### config.mk
export PLATFORM = sky130hd
export DESIGN_NAME = focus_session_lock_controller_flat
export DESIGN_NICKNAME = d
export VERILOG_FILES = /design/src/hw/rtl/fslc_pkg.sv /design/src/hw/rtl/fslc_if.sv /design/src/hw/rtl/fslc_core.sv /design/src/hw/rtl/fslc_fmt.sv /design/src/hw/rtl/focus_session_lock_controller.sv /design/src/flat_wrapper.sv
export SDC_FILE = /design/constraint.sdc
export NUM_CORES = 2
export LEC_CHECK = 0
export ABC_AREA = 1
export BUFFER_PORTS_ARGS = -buffer_cell sky130_fd_sc_hd__buf_2
export CORE_UTILIZATION = 55
export DETAILED_ROUTE_END_ITERATION = 10
export GPL_TIMING_DRIVEN = 0
export HOLD_SLACK_MARGIN = 0.15
export PLACE_DENSITY = 0.73
export SLEW_MARGIN = 20
export SYNTH_ARGS = -nofsm -noshare
export SYNTH_HDL_FRONTEND = slang
export SYNTH_SLANG_ARGS = --single-unit
### constraint.sdc
create_clock -name clk -period 9.98 [get_ports clk]
set_input_delay 1.996 -clock clk [delete_from_list [all_inputs] [get_ports clk]]
set_output_delay 1.996 -clock clk [all_outputs]
set_load 0.02 [all_outputs]
### src/hw/rtl/fslc_pkg.sv
// ----------------------------------------------------------------------------
// fslc_pkg
// Types and constants shared by the focus session lock controller.
// ----------------------------------------------------------------------------
`default_nettype none

package fslc_pkg;

    typedef enum logic [3:0] {
        CMD_START   = 4'd0,
        CMD_URGENT  = 4'd1,
        CMD_RESPOND = 4'd2,
        CMD_RESUME  = 4'd3,
        CMD_END     = 4'd4,
        CMD_PAUSE   = 4'd5,
        CMD_BUTTON  = 4'd6,
        CMD_TIMEOUT = 4'd7,
        CMD_TICK    = 4'd8
    } cmd_t;

    typedef enum logic [2:0] {
        MODE_IDLE   = 3'd0,
        MODE_LOCKED = 3'd1,
        MODE_URGENT = 3'd2,
        MODE_RESUME = 3'd3,
        MODE_DONE   = 3'd4
    } mode_t;

    typedef enum logic [2:0] {
        SCR_NONE      = 3'd0,
        SCR_COUNTDOWN = 3'd1,
        SCR_PROMPT    = 3'd2,
        SCR_END       = 3'd3,
        SCR_TIMESUP   = 3'd4,
        SCR_URGENT    = 3'd5
    } screen_t;

    localparam logic [1:0] BTN_NONE = 2'd0;
    localparam logic [1:0] BTN_YES  = 2'd1;
    localparam logic [1:0] BTN_NO   = 2'd2;

    localparam logic CFG_MAX_MIN  = 1'b0;
    localparam logic CFG_DEBOUNCE = 1'b1;

    localparam logic [9:0]  MAX_MIN_RST  = 10'd180;
    localparam logic [15:0] DEBOUNCE_RST = 16'd200;

    localparam int REM_W = 23;
    localparam int SECS_W = 13;
    // largest shown time in ms that still divides to 5999 seconds
    localparam logic [REM_W-1:0] REM_CLAMP_MS = 23'd5999999;
    // reciprocal of 1000 with a 33-bit shift, exact for values below 2^23
    localparam logic [23:0] RECIP_1000 = 24'd8589935;
    // reciprocal of 60 with a 20-bit shift, exact for values below 2^14
    localparam logic [14:0] RECIP_60 = 15'd17477;

    typedef struct packed {
        cmd_t        command;
        logic [31:0] now_ms;
        logic [19:0] arg_value;
        logic        arg_yes;
        logic        arg_has_secs;
        logic [1:0]  button;
    } evt_t;

    typedef struct packed {
        mode_t            mode;
        logic             lock;
        screen_t          screen;
        logic [REM_W-1:0] rem_ms;
    } stat_t;

endpackage

`default_nettype wire

### src/hw/rtl/fslc_if.sv
// ----------------------------------------------------------------------------
// fslc_evt_if / fslc_stat_if
// Valid/ready channels for event beats and status beats.
// ----------------------------------------------------------------------------
`default_nettype none

interface fslc_evt_if;
    logic        valid;
    logic        ready;
    logic [3:0]  command;
    logic [31:0] now_ms;
    logic [19:0] arg_value;
    logic        arg_yes;
    logic        arg_has_secs;
    logic [1:0]  button;

    modport source (output valid, command, now_ms, arg_value, arg_yes, arg_has_secs, button,
                    input ready);
    modport sink (input valid, command, now_ms, arg_value, arg_yes, arg_has_secs, button,
                  output ready);
endinterface

interface fslc_stat_if;
    logic       valid;
    logic       ready;
    logic [2:0] mode_code;
    logic [6:0] remain_minutes;
    logic [5:0] remain_seconds;
    logic       lock_engaged;
    logic [2:0] screen;

    modport source (output valid, mode_code, remain_minutes, remain_seconds, lock_engaged,
                    screen, input ready);
    modport sink (input valid, mode_code, remain_minutes, remain_seconds, lock_engaged,
                  screen, output ready);
endinterface

`default_nettype wire

### src/hw/rtl/fslc_core.sv
// ----------------------------------------------------------------------------
// fslc_core
// Event register, session state, configuration and one-pass state update.
// ----------------------------------------------------------------------------
`default_nettype none

module fslc_core (
    input  wire logic            clk,
    input  wire logic            rst_n,
    input  wire logic            cfg_we,
    input  wire logic            cfg_index,
    input  wire logic [15:0]     cfg_data,
    fslc_evt_if.sink             evt,
    output fslc_pkg::stat_t      st,
    output logic                 st_valid,
    input  wire logic            st_ready
);

    logic [9:0]  max_min_reg;
    logic [15:0] debounce_reg;

    logic            s1_v_reg;
    fslc_pkg::evt_t  s1_reg;
    logic            s2_v_reg;
    fslc_pkg::stat_t s2_reg;

    fslc_pkg::mode_t mode_reg, mode_next;
    logic [31:0]     end_reg, end_next;
    logic [31:0]     resume_reg, resume_next;
    logic [31:0]     press_reg, press_next;
    logic            lock_reg, lock_next;

    fslc_pkg::screen_t scr;
    logic              res;
    logic [31:0]       d;
    logic [31:0]       left;
    logic [31:0]       prod60k;
    logic [31:0]       prod1k;
    logic [15:0]       max_secs;
    logic [31:0]       r;
    logic [31:0]       rem_raw;
    logic [fslc_pkg::REM_W-1:0] rem_ms;
    logic              s2_open;
    logic              s1_go;

    assign s2_open   = !s2_v_reg || st_ready;
    assign s1_go     = s1_v_reg && s2_open;
    assign evt.ready = !s1_v_reg || s2_open;
    assign st        = s2_reg;
    assign st_valid  = s2_v_reg;

    always_ff @(posedge clk or negedge rst_n)
    begin
        if (!rst_n)
        begin
            max_min_reg  <= fslc_pkg::MAX_MIN_RST;
            debounce_reg <= fslc_pkg::DEBOUNCE_RST;
        end
        else if (cfg_we)
        begin
            if (cfg_index == fslc_pkg::CFG_MAX_MIN)
                max_min_reg <= cfg_data[9:0];
            else
                debounce_reg <= cfg_data;
        end
    end

    always_comb
    begin
        prod60k  = 32'(s1_reg.arg_value[9:0]) * 32'd60000;
        prod1k   = 32'(s1_reg.arg_value) * 32'd1000;
        max_secs = 16'(max_min_reg) * 16'd60;
        left     = (end_reg > s1_reg.now_ms) ? (end_reg - s1_reg.now_ms) : 32'd0;
        d        = end_reg - s1_reg.now_ms;
        r        = resume_reg;

        mode_next   = mode_reg;
        end_next    = end_reg;
        resume_next = resume_reg;
        press_next  = press_reg;
        lock_next   = lock_reg;
        scr         = fslc_pkg::SCR_NONE;
        res         = 1'b1;

        unique case (s1_reg.command)
            fslc_pkg::CMD_START:
            begin
                if (s1_reg.arg_value != 20'd0 && s1_reg.arg_value <= 20'(max_min_reg))
                begin
                    end_next  = s1_reg.now_ms + prod60k;
                    d         = prod60k;
                    mode_next = fslc_pkg::MODE_LOCKED;
                    lock_next = 1'b1;
                    scr       = fslc_pkg::SCR_COUNTDOWN;
                end
            end
            fslc_pkg::CMD_URGENT:
            begin
                if (mode_reg == fslc_pkg::MODE_LOCKED)
                begin
                    mode_next = fslc_pkg::MODE_URGENT;
                    scr       = fslc_pkg::SCR_URGENT;
                end
            end
            fslc_pkg::CMD_RESPOND:
            begin
                if (mode_reg == fslc_pkg::MODE_URGENT)
                begin
                    if (s1_reg.arg_yes)
                    begin
                        resume_next = left;
                        lock_next   = 1'b0;
                        mode_next   = fslc_pkg::MODE_RESUME;
                        scr         = fslc_pkg::SCR_PROMPT;
                    end
                    else
                    begin
                        mode_next = fslc_pkg::MODE_LOCKED;
                        scr       = fslc_pkg::SCR_COUNTDOWN;
                    end
                end
            end
            fslc_pkg::CMD_RESUME:
            begin
                if (s1_reg.arg_yes)
                begin
                    if (s1_reg.arg_has_secs && s1_reg.arg_value != 20'd0
                        && s1_reg.arg_value <= 20'(max_secs))
                        r = prod1k;
                    resume_next = r;
                    end_next    = s1_reg.now_ms + r;
                    d           = r;
                    lock_next   = 1'b1;
                    mode_next   = fslc_pkg::MODE_LOCKED;
                    scr         = fslc_pkg::SCR_COUNTDOWN;
                end
                else
                begin
                    mode_next = fslc_pkg::MODE_DONE;
                    lock_next = 1'b0;
                    scr       = fslc_pkg::SCR_END;
                end
            end
            fslc_pkg::CMD_END:
            begin
                mode_next = fslc_pkg::MODE_DONE;
                lock_next = 1'b0;
                scr       = fslc_pkg::SCR_END;
            end
            fslc_pkg::CMD_PAUSE:
            begin
                if (mode_reg == fslc_pkg::MODE_LOCKED || mode_reg == fslc_pkg::MODE_URGENT)
                begin
                    resume_next = (s1_reg.arg_value != 20'd0) ? prod1k : left;
                    lock_next   = 1'b0;
                    mode_next   = fslc_pkg::MODE_RESUME;
                    scr         = fslc_pkg::SCR_PROMPT;
                end
            end
            fslc_pkg::CMD_BUTTON:
            begin
                if (s1_reg.button == fslc_pkg::BTN_NONE
                    || (mode_reg != fslc_pkg::MODE_URGENT && mode_reg != fslc_pkg::MODE_RESUME)
                    || (s1_reg.now_ms - press_reg) <= 32'(debounce_reg))
                    res = 1'b0;
                else
                begin
                    press_next = s1_reg.now_ms;
                    if (mode_reg == fslc_pkg::MODE_URGENT && s1_reg.button == fslc_pkg::BTN_YES)
                    begin
                        resume_next = left;
                        lock_next   = 1'b0;
                        mode_next   = fslc_pkg::MODE_RESUME;
                        scr         = fslc_pkg::SCR_PROMPT;
                    end
                    else if (mode_reg == fslc_pkg::MODE_URGENT
                             && s1_reg.button == fslc_pkg::BTN_NO)
                    begin
                        mode_next = fslc_pkg::MODE_LOCKED;
                        scr       = fslc_pkg::SCR_COUNTDOWN;
                    end
                    else if (mode_reg == fslc_pkg::MODE_RESUME
                             && s1_reg.button == fslc_pkg::BTN_YES)
                    begin
                        end_next  = s1_reg.now_ms + resume_reg;
                        d         = resume_reg;
                        lock_next = 1'b1;
                        mode_next = fslc_pkg::MODE_LOCKED;
                        scr       = fslc_pkg::SCR_COUNTDOWN;
                    end
                    else if (mode_reg == fslc_pkg::MODE_RESUME
                             && s1_reg.button == fslc_pkg::BTN_NO)
                    begin
                        mode_next = fslc_pkg::MODE_DONE;
                        scr       = fslc_pkg::SCR_END;
                    end
                    else
                        res = 1'b0;
                end
            end
            fslc_pkg::CMD_TIMEOUT:
            begin
                if (mode_reg == fslc_pkg::MODE_LOCKED && s1_reg.now_ms >= end_reg)
                begin
                    lock_next = 1'b0;
                    mode_next = fslc_pkg::MODE_DONE;
                    scr       = fslc_pkg::SCR_TIMESUP;
                end
                else
                    res = 1'b0;
            end
            fslc_pkg::CMD_TICK:
            begin
                scr = (mode_reg == fslc_pkg::MODE_LOCKED) ? fslc_pkg::SCR_COUNTDOWN
                                                          : fslc_pkg::SCR_NONE;
            end
            default:
            begin
                res = 1'b0;
            end
        endcase

        if (mode_next == fslc_pkg::MODE_LOCKED || mode_next == fslc_pkg::MODE_URGENT)
            rem_raw = d[31] ? 32'd0 : d;
        else if (mode_next == fslc_pkg::MODE_RESUME)
            rem_raw = resume_next;
        else
            rem_raw = 32'd0;

        if (rem_raw > 32'(fslc_pkg::REM_CLAMP_MS))
            rem_ms = fslc_pkg::REM_CLAMP_MS;
        else
            rem_ms = rem_raw[fslc_pkg::REM_W-1:0];
    end

    always_ff @(posedge clk or negedge rst_n)
    begin
        if (!rst_n)
        begin
            s1_v_reg   <= 1'b0;
            s2_v_reg   <= 1'b0;
            mode_reg   <= fslc_pkg::MODE_IDLE;
            end_reg    <= 32'd0;
            resume_reg <= 32'd0;
            press_reg  <= 32'd0;
            lock_reg   <= 1'b0;
        end
        else
        begin
            if (evt.ready)
                s1_v_reg <= evt.valid;
            if (s2_open)
                s2_v_reg <= s1_v_reg && res;
            if (s1_go)
            begin
                mode_reg   <= mode_next;
                end_reg    <= end_next;
                resume_reg <= resume_next;
                press_reg  <= press_next;
                lock_reg   <= lock_next;
            end
        end
    end

    always_ff @(posedge clk)
    begin
        if (evt.valid && evt.ready)
        begin
            s1_reg.command      <= fslc_pkg::cmd_t'(evt.command);
            s1_reg.now_ms       <= evt.now_ms;
            s1_reg.arg_value    <= evt.arg_value;
            s1_reg.arg_yes      <= evt.arg_yes;
            s1_reg.arg_has_secs <= evt.arg_has_secs;
            s1_reg.button       <= evt.button;
        end
        if (s1_go)
        begin
            s2_reg.mode   <= mode_next;
            s2_reg.lock   <= lock_next;
            s2_reg.screen <= scr;
            s2_reg.rem_ms <= rem_ms;
        end
    end

endmodule

`default_nettype wire

### src/hw/rtl/fslc_fmt.sv
// ----------------------------------------------------------------------------
// fslc_fmt
// Convert remaining milliseconds to clamped minutes and seconds.
// ----------------------------------------------------------------------------
`default_nettype none

module fslc_fmt #(
    parameter int MAX_SHOWN_SECS = 5999
) (
    input  wire logic            clk,
    input  wire logic            rst_n,
    input  wire fslc_pkg::stat_t st,
    input  wire logic            st_valid,
    output logic                 st_ready,
    fslc_stat_if.source          stat
);

    localparam logic [fslc_pkg::SECS_W-1:0] MaxSecs = fslc_pkg::SECS_W'(MAX_SHOWN_SECS);

    logic                        s3_v_reg;
    fslc_pkg::stat_t             s3_reg;
    logic [fslc_pkg::SECS_W-1:0] secs_reg;
    logic                        o_v_reg;
    logic [2:0]                  mode_reg;
    logic [6:0]                  min_reg;
    logic [5:0]                  sec_reg;
    logic                        lock_reg;
    logic [2:0]                  scr_reg;

    logic [46:0]                 p1000;
    logic [fslc_pkg::SECS_W-1:0] q1000;
    logic [fslc_pkg::SECS_W-1:0] secs;
    logic [27:0]                 p60;
    logic [6:0]                  mins;
    logic [fslc_pkg::SECS_W-1:0] sec_part;
    logic                        s3_open;

    assign s3_open  = !o_v_reg || stat.ready;
    assign st_ready = !s3_v_reg || s3_open;

    always_comb
    begin
        p1000    = 47'(st.rem_ms) * 47'(fslc_pkg::RECIP_1000);
        q1000    = p1000[45:33];
        secs     = (q1000 > MaxSecs) ? MaxSecs : q1000;
        p60      = 28'(secs_reg) * 28'(fslc_pkg::RECIP_60);
        mins     = p60[26:20];
        sec_part = secs_reg - fslc_pkg::SECS_W'(mins) * fslc_pkg::SECS_W'(60);
    end

    always_ff @(posedge clk or negedge rst_n)
    begin
        if (!rst_n)
        begin
            s3_v_reg <= 1'b0;
            o_v_reg  <= 1'b0;
        end
        else
        begin
            if (st_ready)
                s3_v_reg <= st_valid;
            if (s3_open)
                o_v_reg <= s3_v_reg;
        end
    end

    always_ff @(posedge clk)
    begin
        if (st_ready && st_valid)
        begin
            s3_reg   <= st;
            secs_reg <= secs;
        end
        if (s3_open && s3_v_reg)
        begin
            mode_reg <= s3_reg.mode;
            min_reg  <= mins;
            sec_reg  <= sec_part[5:0];
            lock_reg <= s3_reg.lock;
            scr_reg  <= s3_reg.screen;
        end
    end

    assign stat.valid          = o_v_reg;
    assign stat.mode_code      = mode_reg;
    assign stat.remain_minutes = min_reg;
    assign stat.remain_seconds = sec_reg;
    assign stat.lock_engaged   = lock_reg;
    assign stat.screen         = scr_reg;

endmodule

`default_nettype wire

### src/hw/rtl/focus_session_lock_controller.sv
// ----------------------------------------------------------------------------
// focus_session_lock_controller
// Timed lock session controller: takes event beats, updates the session
// and returns status beats with mode, remaining time, lock and screen.
//
//   channel  dir  beat
//   evt      in   command, now_ms, arg_value, arg_yes, arg_has_secs, button
//   stat     out  mode_code, remain_minutes, remain_seconds, lock_engaged, screen
//   cfg      in   cfg_we, cfg_index, cfg_data (write only)
//
// One event beat per cycle is taken. The path from evt beat to stat beat
// runs through the event register, state update, divide by 1000 and split
// into minutes and seconds. Session state is written in the state update.
// Reset clears the session and loads the register defaults; no clearing pass.
// Stalls on stat fill the pipeline, then drop evt.ready.
// ----------------------------------------------------------------------------
`default_nettype none

module focus_session_lock_controller #(
    parameter int MAX_SHOWN_SECS = 5999
) (
    input  wire logic        clk,
    input  wire logic        rst_n,
    input  wire logic        cfg_we,
    input  wire logic        cfg_index,
    input  wire logic [15:0] cfg_data,
    fslc_evt_if.sink         evt,
    fslc_stat_if.source      stat
);

    fslc_pkg::stat_t st;
    logic            st_valid;
    logic            st_ready;

    fslc_core u_core (
        .clk       (clk),
        .rst_n     (rst_n),
        .cfg_we    (cfg_we),
        .cfg_index (cfg_index),
        .cfg_data  (cfg_data),
        .evt       (evt),
        .st        (st),
        .st_valid  (st_valid),
        .st_ready  (st_ready)
    );

    fslc_fmt #(
        .MAX_SHOWN_SECS (MAX_SHOWN_SECS)
    ) u_fmt (
        .clk      (clk),
        .rst_n    (rst_n),
        .st       (st),
        .st_valid (st_valid),
        .st_ready (st_ready),
        .stat     (stat)
    );

`ifndef NO_ASSERTIONS
    a_lock_mode: assert property (@(posedge clk) disable iff (!rst_n)
        stat.valid |-> stat.lock_engaged ==
            (stat.mode_code == fslc_pkg::MODE_LOCKED || stat.mode_code == fslc_pkg::MODE_URGENT))
        else $error("lock level disagrees with mode");

    a_idle_zero: assert property (@(posedge clk) disable iff (!rst_n)
        stat.valid && (stat.mode_code == fslc_pkg::MODE_IDLE
                       || stat.mode_code == fslc_pkg::MODE_DONE)
        |-> stat.remain_minutes == 7'd0 && stat.remain_seconds == 6'd0)
        else $error("remaining time shown outside a session");

    a_sec_range: assert property (@(posedge clk) disable iff (!rst_n)
        stat.valid |-> stat.remain_seconds < 6'd60)
        else $error("seconds part out of range");

    a_timesup: assert property (@(posedge clk) disable iff (!rst_n)
        stat.valid && stat.screen == fslc_pkg::SCR_TIMESUP
        |-> stat.mode_code == fslc_pkg::MODE_DONE && !stat.lock_engaged)
        else $error("times up screen without finished session");
`endif

endmodule

`default_nettype wire
### src/flat_wrapper.sv
// flat-port wrapper written by rule: the top's interface ports become plain ports
module focus_session_lock_controller_flat 
#(
    parameter int MAX_SHOWN_SECS = 5999
)
  (clk, rst_n, cfg_we, cfg_index, cfg_data, evt_valid, evt_command, evt_now_ms, evt_arg_value, evt_arg_yes, evt_arg_has_secs, evt_button, evt_ready, stat_valid, stat_mode_code, stat_remain_minutes, stat_remain_seconds, stat_lock_engaged, stat_screen, stat_ready);
  fslc_evt_if evt_i ();
  fslc_stat_if stat_i ();
  input  wire logic clk;
  input  wire logic rst_n;
  input  wire logic cfg_we;
  input  wire logic cfg_index;
  input  wire logic [15:0] cfg_data;
  input wire logic [$bits(evt_i.valid)-1:0] evt_valid;
  input wire logic [$bits(evt_i.command)-1:0] evt_command;
  input wire logic [$bits(evt_i.now_ms)-1:0] evt_now_ms;
  input wire logic [$bits(evt_i.arg_value)-1:0] evt_arg_value;
  input wire logic [$bits(evt_i.arg_yes)-1:0] evt_arg_yes;
  input wire logic [$bits(evt_i.arg_has_secs)-1:0] evt_arg_has_secs;
  input wire logic [$bits(evt_i.button)-1:0] evt_button;
  output wire logic [$bits(evt_i.ready)-1:0] evt_ready;
  output wire logic [$bits(stat_i.valid)-1:0] stat_valid;
  output wire logic [$bits(stat_i.mode_code)-1:0] stat_mode_code;
  output wire logic [$bits(stat_i.remain_minutes)-1:0] stat_remain_minutes;
  output wire logic [$bits(stat_i.remain_seconds)-1:0] stat_remain_seconds;
  output wire logic [$bits(stat_i.lock_engaged)-1:0] stat_lock_engaged;
  output wire logic [$bits(stat_i.screen)-1:0] stat_screen;
  input wire logic [$bits(stat_i.ready)-1:0] stat_ready;
  assign evt_i.valid = evt_valid;
  assign evt_i.command = evt_command;
  assign evt_i.now_ms = evt_now_ms;
  assign evt_i.arg_value = evt_arg_value;
  assign evt_i.arg_yes = evt_arg_yes;
  assign evt_i.arg_has_secs = evt_arg_has_secs;
  assign evt_i.button = evt_button;
  assign evt_ready = evt_i.ready;
  assign stat_valid = stat_i.valid;
  assign stat_mode_code = stat_i.mode_code;
  assign stat_remain_minutes = stat_i.remain_minutes;
  assign stat_remain_seconds = stat_i.remain_seconds;
  assign stat_lock_engaged = stat_i.lock_engaged;
  assign stat_screen = stat_i.screen;
  assign stat_i.ready = stat_ready;
  focus_session_lock_controller #(.MAX_SHOWN_SECS(MAX_SHOWN_SECS)) u_core (.clk(clk), .rst_n(rst_n), .cfg_we(cfg_we), .cfg_index(cfg_index), .cfg_data(cfg_data), .evt(evt_i), .stat(stat_i));
endmodule
Word level (Yosys, flattened, before mapping):

Cells that the tools add are included.

* order comparisons: 7
* eq/ne operators: 24
* bitwise logic cells: 2
* mux-type cells: 74
* add/subtract/negate cells: 6
* reduce and logical (&&, ||, !) cells: 35
* $mul: 6

Operators with widths (number)
* $mux W32: 25
* $pmux W32 S3: 2
* $pmux W32 S4: 1
* $add A32 B32 Y32: 2
* $sub A32 B32 Y32: 2
* $mul A23 B24 Y46 const B: 1
* $mux W3: 13
* $add A32 B26 Y32: 1
* $ge A32 B32 Y1: 1
* $gt A32 B23 Y1 const B: 1
* $gt A32 B32 Y1: 1
* $le A32 B16 Y1: 1
* $mux W31: 1
* $mul A13 B15 Y27 const B: 1
* $mul A20 B7 Y27 const B: 1
* $pmux W3 S9: 1
* $pmux W3 S8: 1
* $mul A10 B11 Y21 const B: 1
* $le A20 B10 Y1: 1
* $le A20 B16 Y1: 1
* $mux W2: 10
* $reduce_bool A20 Y1: 1
* $mux W1: 18
* $eq A4 B3 Y1 const B: 4
* 26 further kinds: 62

* register bits: 260
* word-level logic and storage cells: 184
* output and inout port bits: 22
* bits of input ports: 82

Logic depth before layout (Yosys ltp):

* word-level depth: 12
* mapped depth: 55

Hierarchy:

Synthesis repeated with hierarchy kept, for this count alone.

* cells, all modules: 5565
* area, all modules: 40677.8 sq um

By module, submodules not included
* fslc_core: times used 1, area each 27789.2 sq um, sequential area each 5914.4 sq um, cells each 4016
* fslc_fmt: times used 1, area each 12888.6 sq um, sequential area each 1251.2 sq um, cells each 1549

Worst setup path before layout:

OpenSTA, ideal clock, no wires.

* path type: flip-flop to flip-flop
* start: register u_core.u_core.max_min_reg[2]
* end: register u_core.u_core.end_reg[28]
* library setup time: 77 ps
* data arrival time: 8153 ps
* stages on the path, launching flop included: 48
* period minus slack after synthesis: 8230 ps
* path buffers: 3
* setup slack: 1750 ps
* cell sequence: dfstp_2 > inv_1 > fa_1 > fa_1 > inv_1 > ha_1 > nand3_1 > nand2_1 > a21oi_1 > o21bai_1 > a21oi_1 > nor2_1 > nor2_1 > o31ai_1 > a21oi_1 > nor2_1 > nor2_1 > xor2_1 > [12 not listed] > nand3_1 > nand3_1 > a21oi_1 > o21ai_0 > a31oi_1 > o21ai_0 > a21boi_0 > o21ai_0 > a21boi_0 > o21ai_0 > a21oi_1 > o21ai_0 > inv_1 > nor2_1 > nor2_1 > nand2_1 > nand3_1 > a21oi_1

* word-level cells in the longest chain between the ends: 9

Ends and longest elaborated chain
* start: declaration: RTL line fslc_core.sv:19 `logic [9:0] max_min_reg;`
* start signal: assignment: RTL line fslc_core.sv:56 `max_min_reg <= fslc_pkg::MAX_MIN_RST;`
* start signal: assignment: RTL line fslc_core.sv:62 `max_min_reg <= cfg_data[9:0];`
* $mul A10 B4 Y14: RTL line fslc_core.sv:72 `max_secs = 16'(max_min_reg) * 16'd60;`
* $le A20 B16 Y1: RTL line fslc_core.sv:128 `&& s1_reg.arg_value <= 20'(max_secs))`
* $logic_and A1 B1 Y1: RTL line fslc_core.sv:128
* $mux W32: RTL line fslc_core.sv:127 `if (s1_reg.arg_has_secs && s1_reg.arg_value != 20'd0`
* $mux W32: RTL line fslc_core.sv:125 `if (s1_reg.arg_yes)`
* $mux W32: RTL line fslc_core.sv:85 `unique case (s1_reg.command)`
* $add A32 B32 Y32: RTL line fslc_core.sv:131 `end_next = s1_reg.now_ms + r;`
* $mux W32: RTL line fslc_core.sv:125
* $pmux W32 S3: RTL line fslc_core.sv:85
* end signal: assignment: RTL line fslc_core.sv:257 `end_reg <= end_next;`
* end: declaration: RTL line fslc_core.sv:28 `logic [31:0] end_reg, end_next;`

Parallel ways exist; a longest one is shown, timed or not. The select of a mux whose other input is x is not followed.
A chain may end at the register's enable or synchronous reset.

Final worst setup path:

Same ends and word-level chain as after synthesis.

==> qor.yml <==
synth:
  synth.top_cell.area_share_pct: 19.7
  synth-edff-count: 130
  avgSynthCellArea_um2: 7.54
  yosysWarnings: 0
  synth.largest_area_cell: "ha_1"
  syn_inst: 5161
  ys.flop_type: "edfxtp_1"
  synth_area_leaders: "ha_1, fa_1, nand2_1"
  synth_area_um2: 38900
  synth-seq-cells: 260
  synth-async-reset-ratio_pct: 50.0
  yosysSeqAreaShare_pct: 18.4
  synth_cell_types: 60
  synth_nets: 6148
  synth.cells.most_frequent: "nand2_1, inv_1, ha_1, o21ai_0, a21oi_1"
  yosysMostFrequentCell: "nand2_1"
hold_path:
  hold_path.class: "flop to flop"
clock_network:
  ctsLongestPathBuffers: 3
  cts_resized: 15
  clk_pin_slew_ns: 0.06
  root_buffer: "clkbuf_16"
  cts_sinks: 260
  cts_hold_buf: 0
  cts_buffers: 37
  clk_latency_ns: 0.60
  htree_levels: 2
  cts_tree: "yes"
  post_cts_buffers: 0
worst_setup_path:
  endpoint_kind: "flop"
  reg2reg_slack_ns: 0.54
  cpMostUsedCell: "nor2_1"
  cp_slowest_cell: "dfstp_2"
  crit_type: "flop to flop"
  startpoint_type: "flop"
  required_ns: 10.47
  critical-path-max-stage-delay_ns: 0.66
  cp.arrival_ns: 9.94
  worst-path-max-fanout: 10
floorplan:
  start_util_pct: 55.5
  core_area_um2: 70000
  die-area_um2: 71800
  rows: 97
  die_x_um: 268
  pin_count: 104
  die-height_um: 268
finish:
  post-route-util_pct: 60.1
  seq_area_um2: 7170
  area_growth_pct: 8.23
  largest_register_ffs: 60
  drive_above_1_share_pct: 5.51
  fillCellCount: 6493
  multiInputGateArea_um2: 27700
  nNetsFinal: 6294
sta:
  fmax_mhz: 106
  setup_viol: 0
  fin_crit_sh_pct: 94.6
  holdWs_ns: 0.406
  post-route-min-period_ns: 9.44
  tightest_slew_ns: 1.25
  slew_headroom_pct: 16.3
  drv_slew: 0
  skew_ns: 0.0391
  hold_violations: 0
detailed_routing:
  drc: 0
  drtIter0Drc: 3856
  ant_nets: 0
  wire_per_inst_um: 23.1
  routed-via-count: 36900
  firstDrtPassIters: 8
  wl_um: 145000
  vias_per_cell: 5.88
placed_design:
  io_buffers: 103
  gp_congestion: 1.05
  dpl.hpwl_um: 119000
global_routing:
  antenna_found_initial: 5
  grt_usage_pct: 40.4
  grt_max_degree: 74
  grt_pass1_vias: 35300
  globalRoute.totalOverflow: 0
  grt_first_pass_wirelength_um: 214000
run:
  drv_cap: 0
run_status:
  status: "finished clean"
==> layer usage <==
metal | part of all wire [%] | vias up | GRT usage, %
met4 | 5.7 | 8 | 20.0
li1 | - | 17100 | -
met5 | 0.043 | - | 0
met2 | 42 | 1935 | 60.6
met3 | 11 | 417 | 8.81
met1 | 42 | 17500 | 54.8
==> logic make-up (layout without fill, tap and decap cells) <==
family / count (synthesis) / after routing / share of synthesized area [%]
and+or+nand+nor: 1840 / 1840 / 19.7
other: 0 / 2 / 0
buffers and inverters: 1081 / 1255 / 10.5
adders and majority gates: 905 / 905 / 34.7
xor gates and xnor gates: 150 / 150 / 3.38
DFF: 260 / 260 / 18.4
muxes: 1 / 1 / 0.0289
AOI/OAI and AO/OA: 924 / 924 / 13.2
==> metrics by stage <==
step	worst slack, ns	instance area (um2)	instances	TNS (ns)
2_1_floorplan	1.75	38900	5161	0
4_1_cts	0.00712	42000	6275	0
5_1_grt	-0.0256	42100	6275	-0.0521
3_5_place_dp	-1.77	40800	6209	-11.91
6_report	0.538	42100	6277	0
3_3_place_gp	-1.59	40600	6204	-10.35
==> critical path, delay by kind of cell, from the launching register on <==
kind,cells,cell delay [ns]
xor gates and xnor gates,1,0.14
adders and majority gates,6,2.12
buffers and inverters,7,1.25
AOI/OAI and AO/OA,17,3.05
and+or+nand+nor,19,2.09
DFF,1,0.66
==> final timing paths <==
path | from | to | cells past startpoint
setup / recovery | u_core.u_core.max_min_reg[2] | u_core.u_core.end_reg[28] | 50
hold / removal | u_core.u_fmt.s3_reg[24] | u_core.u_fmt.stat.screen[1] | 0
setup reg to reg | u_core.u_core.max_min_reg[2] | u_core.u_core.end_reg[28] | 50
hold reg to reg | u_core.u_fmt.s3_reg[24] | u_core.u_fmt.stat.screen[1] | 0
max in group asynchronous | rst_n | u_core.u_core.mode_reg[1] | 2
min in group asynchronous | rst_n | u_core.u_core.press_reg[1] | 1
==> cells in the final DEF, fill, tap and decap left out, drive strengths merged, types with 3 or more instances in the layout <==
cell type / n
o22ai: 26
inv: 980
clkinv: 18
dfstp: 7
xnor2: 46
and3: 3
a211oi: 8
o211ai: 82
fa: 292
nor3: 37
o21bai: 20
or2: 13
nand3: 209
nor2: 345
o21a: 7
buf: 133
bufinv: 3
clkbuf: 117
nor4: 10
nand2: 1159
o221ai: 6
nand3b: 7
ha: 613
xor2: 104
o21ai: 363
a21oi: 340
edfxtp: 130
a31oi: 30
nand4: 51
o31ai: 5
clkinvlp: 4
o2111ai: 3
a21boi: 8
and2: 4
dfrtp: 123
a21o: 15
==> final cells by class <==
cell class / instances / area share [%]
multi-input combinational: 3820 / 65.8
clock buffer: 45 / 2.39
buffer: 97 / 0.999
inverter: 983 / 8.78
antenna: 2 / 0.0119
clock inverter: 22 / 0.627
sequential: 260 / 17.0
tap: 940 / 2.79
timing repair buffer: 108 / 1.54
Power is not shown: default switching activity piles up to over one toggle a cycle in this logic, so the estimate is an artifact.
